[src/sv/askf_pkg.sv]
`timescale 1ns / 1ps
`default_nettype none
// ----------------------------------------------------------------------------
// askf_pkg
// Shared types and constants of the scalar Kalman filter core.
// ----------------------------------------------------------------------------
package askf_pkg;

	localparam int unsigned DATA_W    = 32;
	localparam int unsigned RATE_W    = 17;
	localparam int unsigned NUM_REGS  = 2;
	localparam int unsigned IDX_W     = (NUM_REGS > 1) ? $clog2(NUM_REGS) : 1;
	localparam int unsigned DIV_STEPS = 17;
	localparam int unsigned CNT_W     = $clog2(DIV_STEPS);

	localparam logic [IDX_W-1:0]  REG_NOISE = IDX_W'(0);
	localparam logic [IDX_W-1:0]  REG_RATE  = IDX_W'(1);

	localparam logic [DATA_W-1:0] NOISE_RESET = 32'd328;
	localparam logic [RATE_W-1:0] RATE_RESET  = 17'd58982;
	localparam logic [RATE_W-1:0] ONE_Q16     = 17'd65536;

	typedef enum logic [2:0] {
		ST_IDLE,
		ST_DIV,
		ST_MUL_D,
		ST_MUL_E1,
		ST_MUL_E2,
		ST_SUM
	} state_t;

	typedef enum logic [1:0] {
		MUL_DELTA,
		MUL_E1,
		MUL_E2
	} mul_sel_t;

	typedef struct packed {
		logic     start;
		logic     div_step;
		logic     div_last;
		logic     mul_en;
		mul_sel_t mul_sel;
		logic     take_delta;
		logic     take_e1;
		logic     commit;
	} cmd_t;

	typedef struct packed {
		logic out_busy;
	} sts_t;

endpackage
`default_nettype wire

[src/sv/adaptive_scalar_kalman_filter_core.sv]
`timescale 1ns / 1ps
`default_nettype none
// ----------------------------------------------------------------------------
// adaptive_scalar_kalman_filter_core
// Scalar Kalman smoother for Q16.16 samples.
//
// A word on s_* carries one signed Q16.16 sample; each sample yields one
// word on m_* with the new signed Q16.16 estimate. The cfg port writes the
// measurement noise (index 0, unsigned Q16.16) and the change rate (index 1,
// unsigned Q1.16); write only while no sample is in flight.
// A noise write reloads the error from the noise and clears the estimate.
// The accepting edge also loads the operands. The restoring gain divider
// then forms the 17-bit quotient, one quotient bit per cycle; the shared
// 18x34 multiplier forms the three products; then the result is committed.
// The sequencer runs one sample at a time and passes through its idle
// state to take the next word; no new word is taken before the commit.
// s_tready is high only while the sequencer is idle. A finished result
// sits in the output register while the next sample is taken; if that
// result is still unread when the next one is ready, the core holds it
// until m_tready frees the register.
// Reset restores noise 328, change rate 58982, estimate 0, error = noise.
// ----------------------------------------------------------------------------
module adaptive_scalar_kalman_filter_core
	import askf_pkg::*;
(
	input  wire               clk,
	input  wire               arst_n,
	input  wire               cfg_we,
	input  wire  [IDX_W-1:0]  cfg_index,
	input  wire  [DATA_W-1:0] cfg_data,
	input  wire               s_tvalid,
	output logic              s_tready,
	input  wire  [DATA_W-1:0] s_tdata,  // [31:0] sample
	output logic              m_tvalid,
	input  wire               m_tready,
	output logic [DATA_W-1:0] m_tdata   // [31:0] estimate
);

	cmd_t cmd;
	sts_t sts;

	askf_ctrl u_ctrl (
		.clk      (clk),
		.arst_n   (arst_n),
		.s_tvalid (s_tvalid),
		.s_tready (s_tready),
		.sts      (sts),
		.cmd      (cmd)
	);

	askf_dp u_dp (
		.clk       (clk),
		.arst_n    (arst_n),
		.cfg_we    (cfg_we),
		.cfg_index (cfg_index),
		.cfg_data  (cfg_data),
		.s_tdata   (s_tdata),
		.m_tvalid  (m_tvalid),
		.m_tready  (m_tready),
		.m_tdata   (m_tdata),
		.cmd       (cmd),
		.sts       (sts)
	);

endmodule
`default_nettype wire

[src/sv/askf_ctrl.sv]
`timescale 1ns / 1ps
`default_nettype none
// ----------------------------------------------------------------------------
// askf_ctrl
// Sequencer: accept a word, run the divide steps, issue the three products
// on the shared multiplier, then commit the new state and result.
// ----------------------------------------------------------------------------
module askf_ctrl
	import askf_pkg::*;
(
	input  wire  clk,
	input  wire  arst_n,
	input  wire  s_tvalid,
	output logic s_tready,
	input  sts_t sts,
	output cmd_t cmd
);

	state_t           state_q, state_d;
	logic [CNT_W-1:0] cnt_q;

	always_ff @(posedge clk or negedge arst_n) begin
		if (!arst_n) begin
			state_q <= ST_IDLE;
			cnt_q   <= '0;
		end else begin
			state_q <= state_d;
			if (cmd.start) begin
				cnt_q <= '0;
			end else if (cmd.div_step) begin
				cnt_q <= cnt_q + CNT_W'(1);
			end
		end
	end

	always_comb begin
		state_d  = state_q;
		cmd      = '0;
		cmd.mul_sel = MUL_DELTA;
		s_tready = 1'b0;
		case (state_q)
			ST_IDLE: begin
				s_tready = 1'b1;
				if (s_tvalid) begin
					cmd.start = 1'b1;
					state_d   = ST_DIV;
				end
			end
			ST_DIV: begin
				cmd.div_step = 1'b1;
				if (cnt_q == CNT_W'(DIV_STEPS - 1)) begin
					cmd.div_last = 1'b1;
					state_d      = ST_MUL_D;
				end
			end
			ST_MUL_D: begin
				cmd.mul_en  = 1'b1;
				cmd.mul_sel = MUL_DELTA;
				state_d     = ST_MUL_E1;
			end
			ST_MUL_E1: begin
				cmd.mul_en     = 1'b1;
				cmd.mul_sel    = MUL_E1;
				cmd.take_delta = 1'b1;
				state_d        = ST_MUL_E2;
			end
			ST_MUL_E2: begin
				cmd.mul_en  = 1'b1;
				cmd.mul_sel = MUL_E2;
				cmd.take_e1 = 1'b1;
				state_d     = ST_SUM;
			end
			ST_SUM: begin
				if (!sts.out_busy) begin
					cmd.commit = 1'b1;
					state_d    = ST_IDLE;
				end
			end
			default: begin
				state_d = ST_IDLE;
			end
		endcase
	end

	a_start_div: assert property (@(posedge clk) disable iff (!arst_n)
		(s_tvalid && s_tready) |=> (state_q == ST_DIV && cnt_q == '0))
		else $error("accepted word did not start the divide");

	a_hold_sum: assert property (@(posedge clk) disable iff (!arst_n)
		(state_q == ST_SUM && sts.out_busy) |=> (state_q == ST_SUM))
		else $error("result committed while output register full");

	a_div_count: assert property (@(posedge clk) disable iff (!arst_n)
		(state_q == ST_DIV) |-> (cnt_q < CNT_W'(DIV_STEPS)))
		else $error("divide step count overran");

endmodule
`default_nettype wire

[src/sv/askf_dp.sv]
`timescale 1ns / 1ps
`default_nettype none
// ----------------------------------------------------------------------------
// askf_dp
// Datapath: configuration registers, filter state, restoring divider for
// the gain, shared multiplier, error update and output register.
// ----------------------------------------------------------------------------
module askf_dp
	import askf_pkg::*;
(
	input  wire               clk,
	input  wire               arst_n,
	input  wire               cfg_we,
	input  wire  [IDX_W-1:0]  cfg_index,
	input  wire  [DATA_W-1:0] cfg_data,
	input  wire  [DATA_W-1:0] s_tdata,
	output logic              m_tvalid,
	input  wire               m_tready,
	output logic [DATA_W-1:0] m_tdata,
	input  cmd_t              cmd,
	output sts_t              sts
);

	logic [DATA_W-1:0] noise_q;
	logic [RATE_W-1:0] rate_q;
	logic [DATA_W-1:0] last_q;
	logic [DATA_W-1:0] err_q;

	logic [DATA_W-1:0] sample_q;
	logic [32:0]       den_q;
	logic [32:0]       rem_q;
	logic              bit_q;
	logic [16:0]       quo_q;
	logic [16:0]       gain_q;
	logic signed [51:0] prod_q;
	logic [DATA_W-1:0] nv_q;
	logic [32:0]       amove_q;
	logic [32:0]       e1_q;

	logic [33:0]       rem_sh;
	logic              rem_ge;
	logic [33:0]       rem_nxt;
	logic [16:0]       quo_nxt;

	logic signed [17:0] mul_a;
	logic signed [33:0] mul_b;
	logic signed [51:0] mul_p;
	logic signed [32:0] diff;

	logic signed [51:0] prod_sh;
	logic signed [32:0] delta;
	logic [32:0]        amove;
	logic [33:0]        e2;
	logic [34:0]        enew;
	logic [DATA_W-1:0]  err_sat;

	// restoring divide, one quotient bit per step
	always_comb begin
		rem_sh  = {rem_q, bit_q};
		rem_ge  = (rem_sh >= {1'b0, den_q});
		rem_nxt = rem_ge ? (rem_sh - {1'b0, den_q}) : rem_sh;
		quo_nxt = {quo_q[15:0], rem_ge};
	end

	always_comb begin
		diff = $signed({sample_q[31], sample_q}) - $signed({last_q[31], last_q});
		case (cmd.mul_sel)
			MUL_DELTA: begin
				mul_a = $signed({1'b0, gain_q});
				mul_b = $signed({diff[32], diff});
			end
			MUL_E1: begin
				mul_a = $signed({1'b0, ONE_Q16 - gain_q});
				mul_b = $signed({2'b00, err_q});
			end
			MUL_E2: begin
				mul_a = $signed({1'b0, rate_q});
				mul_b = $signed({1'b0, amove_q});
			end
			default: begin
				mul_a = '0;
				mul_b = '0;
			end
		endcase
		mul_p = mul_a * mul_b;
	end

	always_comb begin
		prod_sh = prod_q >>> 16;
		delta   = prod_sh[32:0];
		amove   = delta[32] ? (~delta + 33'd1) : delta;
		e2      = prod_q[49:16];
		enew    = {2'b00, e1_q} + {1'b0, e2};
		err_sat = (|enew[34:32]) ? '1 : enew[31:0];
	end

	always_ff @(posedge clk or negedge arst_n) begin
		if (!arst_n) begin
			noise_q  <= NOISE_RESET;
			rate_q   <= RATE_RESET;
			last_q   <= '0;
			err_q    <= NOISE_RESET;
			m_tvalid <= 1'b0;
		end else begin
			if (cfg_we) begin
				case (cfg_index)
					REG_NOISE: begin
						noise_q <= cfg_data;
						err_q   <= cfg_data;
						last_q  <= '0;
					end
					REG_RATE: begin
						rate_q <= cfg_data[RATE_W-1:0];
					end
					default: begin
					end
				endcase
			end
			if (cmd.commit) begin
				last_q   <= nv_q;
				err_q    <= err_sat;
				m_tvalid <= 1'b1;
			end else if (m_tready) begin
				m_tvalid <= 1'b0;
			end
		end
	end

	always_ff @(posedge clk) begin
		if (cmd.start) begin
			sample_q <= s_tdata;
			den_q    <= {1'b0, err_q} + {1'b0, noise_q};
			rem_q    <= {2'b00, err_q[31:1]};
			bit_q    <= err_q[0];
			quo_q    <= '0;
		end
		if (cmd.div_step) begin
			rem_q <= rem_nxt[32:0];
			quo_q <= quo_nxt;
			bit_q <= 1'b0;
			if (cmd.div_last) begin
				gain_q <= (den_q == '0) ? '0 : quo_nxt;
			end
		end
		if (cmd.mul_en) begin
			prod_q <= mul_p;
		end
		if (cmd.take_delta) begin
			nv_q    <= last_q + delta[31:0];
			amove_q <= amove;
		end
		if (cmd.take_e1) begin
			e1_q <= prod_q[48:16];
		end
		if (cmd.commit) begin
			m_tdata <= nv_q;
		end
	end

	assign sts.out_busy = m_tvalid && !m_tready;

	a_gain_range: assert property (@(posedge clk) disable iff (!arst_n)
		cmd.mul_en |-> (gain_q <= ONE_Q16))
		else $error("gain above one");

	a_commit_out: assert property (@(posedge clk) disable iff (!arst_n)
		cmd.commit |=> (m_tvalid && m_tdata == last_q))
		else $error("result word differs from stored estimate");

	a_e1_sign: assert property (@(posedge clk) disable iff (!arst_n)
		cmd.take_e1 |-> (prod_q[51:49] == 3'b000))
		else $error("error product out of range");

endmodule
`default_nettype wire

[config.mk]
export PLATFORM = sky130hd
export DESIGN_NAME = adaptive_scalar_kalman_filter_core
export DESIGN_NICKNAME = d
export VERILOG_FILES = /design/src/sv/askf_pkg.sv /design/src/sv/adaptive_scalar_kalman_filter_core.sv /design/src/sv/askf_ctrl.sv /design/src/sv/askf_dp.sv
export SDC_FILE = /design/constraint.sdc
export NUM_CORES = 2
export LEC_CHECK = 0
export BUFFER_PORTS_ARGS = -buffer_cell sky130_fd_sc_hd__buf_2
export CAP_MARGIN = 0
export CORE_AREA = 2 2 355 216
export CTS_BUF_LIST = sky130_fd_sc_hd__clkbuf_8 sky130_fd_sc_hd__clkbuf_16
export DETAILED_ROUTE_END_ITERATION = 8
export DIE_AREA = 0 0 357 218
export GPL_ROUTABILITY_DRIVEN = 0
export MAX_ROUTING_LAYER = met4
export PLACE_DENSITY = 0.89
export SYNTH_ARGS = -nofsm -noshare
export SYNTH_HDL_FRONTEND = slang
export SYNTH_SLANG_ARGS = --single-unit
export TNS_END_PERCENT = 30
[constraint.sdc]
create_clock -name clk -period 9.49 [get_ports clk]
set_input_delay 0.949 -clock clk [delete_from_list [all_inputs] [get_ports clk]]
set_output_delay 0.949 -clock clk [all_outputs]
set_load 0.02 [all_outputs]
==> reports/qor.yml <==
rows: 78
fin_skew_ns: 0.03293
critPathCaptureType: "register"
synth_warnings: 0
fillers: 5463
crit_path_start_kind: "register"
ys_top_cells_by_area: "fa_1 (25%), edfxtp_1 (20%), ha_1 (8.0%)"
setup_ws_ns: 0.3085
cts_root_buf: "clkbuf_16"
layout.area.seq_um2: 11950
fp.dieH_um: 218
grt_pass1_vias: 37240
grt_util_met1: 0.4833
path_clk_slew_ns: 0.08
routedWlPerCell_um: 23.91
portBuffers: 103
ys_async_sr_fraction: 0.2919
critPathTopFamily: "adder cells"
synth_seq_cells: 418
die_w_um: 357
stdcell_area_um2: 47360
firstDrtPassIters: 7
place_ws_ns: -0.3289
use_met3: 0.1637
rrSetupSlack_ns: 0.31
max_slew_margin: 0.05987
synth.distinct_cells: 81
vias: 37320
die_area_um2: 77830
final-hold-violation-count: 0
core_um2: 74760
cp_slowest_cell: "fa_1"
synthCells: 4621
finalSetupViolCount: 0
cts_num_sinks: 418
clk_latency_ns: 0.59
grt_pass1_wl_um: 212100
cp_slowest_stage_delay_ns: 0.59
grt.busiest_layer: "met2"
drtIter0Drc: 6223
antenna_found_initial: 7
via_per_inst: 6.497
synth-main-ff-cell: "edfxtp_1"
drc: 0
worstMarginPinSlew_ns: 1.401
cp.required_ns: 9.81
synth_top_area_frac: 0.2486
dpl.hpwl_um: 106900
critical_path_class: "register to register"
h-tree-depth: 2
cp_max_fo: 9
reg2reg_depth: 36
cp.arrival_ns: 9.50
grt.met2_usage: 0.4991
clk_path_buf_depth: 3
syn_to_final_growth_pct: 8.493
seq_area_frac_synth: 0.2738
hold_path.class: "input port to asynchronous set/reset pin"
final_cells: 5745
synth.most_common_cell: "inv_1"
syn_area_um2: 43650
nNetsFinal: 5594
cts_tree: "built"
timing.rr.start: "u_dp.sample_q[0]$_DFFE_PP_"
multi_input_area_um2: 28410
max_freq_mhz: 108.9
synth_fp_nets: 5512
yosys-top-cells-count: "inv_1 (780), fa_1 (542), nand2_1 (526), nor2_1 (449), edfxtp_1 (295)"
crit_top_cell: "fa_1"
drive_gt1_frac: 0.08814
synth_top_area_cell: "fa_1"
postRouteAntennaNets: 0
reg2reg_to: "u_dp.prod_q[46]$_DFFE_PP_"
grt_usage: 0.3665
synth_area_per_cell_um2: 9.446
status: "complete, no violations"
synth-edff-count: 295
dpl.cell_count: 5654
max_cap_viol_count: 0
gr-total-overflow: 0
placed_area_um2: 45850
fin_crit_sh: 0.9675
start_util: 0.5839
maxSlewViolCount: 0
worst_hold_slack_ns: 0.3931
totalWireLength_um: 137400
cp_num_buf_inv: 7
boundaryPins: 104
fin_crit_ns: 9.181
grt_max_degree: 120
cts_buffers: 36
[stage by stage]
step	TNS [ns]	util
after floorplan	0	-
after global placement	0	0.6133
after detailed placement	-0.3289	0.6133
after CTS	0	0.6307
after global routing	-0.0007381	0.6334
final	0	0.6335
[logic make-up after synthesis]
group                      count (synthesis)  share of synthesized area
and+or+nand+nor                         1368                     0.1394
buffers and inverters                    962                    0.08272
AOI/OAI and AO/OA                        822                     0.1280
adders and majority gates                821                     0.3285
DFF                                      418                     0.2738
xor gates and xnor gates                 209                    0.04225
muxes                                     21                   0.005303
[layout by cell type, fill, tap and decap left out, types with 22 or more instances in the layout]
cell type | synthesis | routed
buf_4 | 0 | 117
xor2_1 | 67 | 67
a211oi_1 | 24 | 22
o21ai_0 | 163 | 153
a21o_1 | 84 | 83
a21oi_1 | 190 | 187
ha_1 | 279 | 279
or2_2 | 29 | 29
and2_1 | 30 | 29
clkbuf_16 | 0 | 40
edfxtp_1 | 295 | 295
nand2_1 | 526 | 526
fa_1 | 542 | 542
o31ai_1 | 45 | 45
nor3_1 | 50 | 49
nand2b_1 | 50 | 49
nor2b_1 | 48 | 47
and3_1 | 30 | 29
nand3_1 | 61 | 61
xnor2_1 | 141 | 141
o21a_1 | 35 | 35
inv_1 | 780 | 782
a32oi_1 | 30 | 30
buf_2 | 0 | 102
a221o_1 | 26 | 24
dfrtp_1 | 107 | 107
nor2_1 | 449 | 446
[what timing repair did]
action,CTS,global route
endpoints found under the setup margin,6,12
gates resized for setup,9,30
buffers inserted,0,11
hold buffers,0,0
pin swaps,0,5
[sequential cells by signal, indices dropped and copies added (netlist names)]
register / cells
u_ctrl.cnt_q: 5
u_ctrl.state_q: 3
u_dp.amove_q: 33
u_dp.bit_q: 1
u_dp.den_q: 33
u_dp.e1_q: 33
u_dp.err_q: 32
u_dp.gain_q: 17
u_dp.last_q: 32
u_dp.m_tdata: 32
u_dp.m_tvalid: 1
u_dp.noise_q: 32
u_dp.nv_q: 32
u_dp.prod_q: 34
u_dp.quo_q: 16
u_dp.rate_q: 17
u_dp.rem_q: 33
u_dp.sample_q: 32
[worst max path at each step]
stage / from / slack, ns / end / cells after the start
global placement: u_dp.last_q[1]$_DFFE_PN0P_ / 0.13 / u_dp.prod_q[49]$_DFFE_PP_ / 34
global route: u_dp.sample_q[0]$_DFFE_PP_ / -0.0007 / u_dp.prod_q[49]$_DFFE_PP_ / 36
detailed placement: u_dp.last_q[1]$_DFFE_PN0P_ / -0.33 / u_dp.prod_q[49]$_DFFE_PP_ / 30
floorplan: u_ctrl.state_q[1]$_DFFE_PN0P_ / 0.67 / u_dp.prod_q[49]$_DFFE_PP_ / 30
CTS: u_dp.last_q[1]$_DFFE_PN0P_ / 0.05 / u_dp.prod_q[49]$_DFFE_PP_ / 33
finish: u_dp.sample_q[0]$_DFFE_PP_ / 0.31 / u_dp.prod_q[46]$_DFFE_PP_ / 36
[cell type report]
| type | count | share of cell area |
|---|---|---|
| Inverter | 781 | 0.06198 |
| Multi-Input combinational cell | 3241 | 0.6000 |
| Antenna cell | 14 | 0.0007397 |
| Timing Repair Buffer | 225 | 0.03139 |
| Clock inverter | 23 | 0.005152 |
| Tap cell | 1000 | 0.02642 |
| Clock buffer | 43 | 0.02201 |
| Sequential cell | 418 | 0.2523 |
[layer usage]
metal / share of wire / vias to the layer above
li1: - / 15430
met1: 0.36 / 17870
met2: 0.41 / 3361
met3: 0.19 / 666
met4: 0.046 / 0
met5: 0 / -
Power is not shown: default switching activity piles up to over one toggle a cycle in this logic, so the estimate is an artifact.
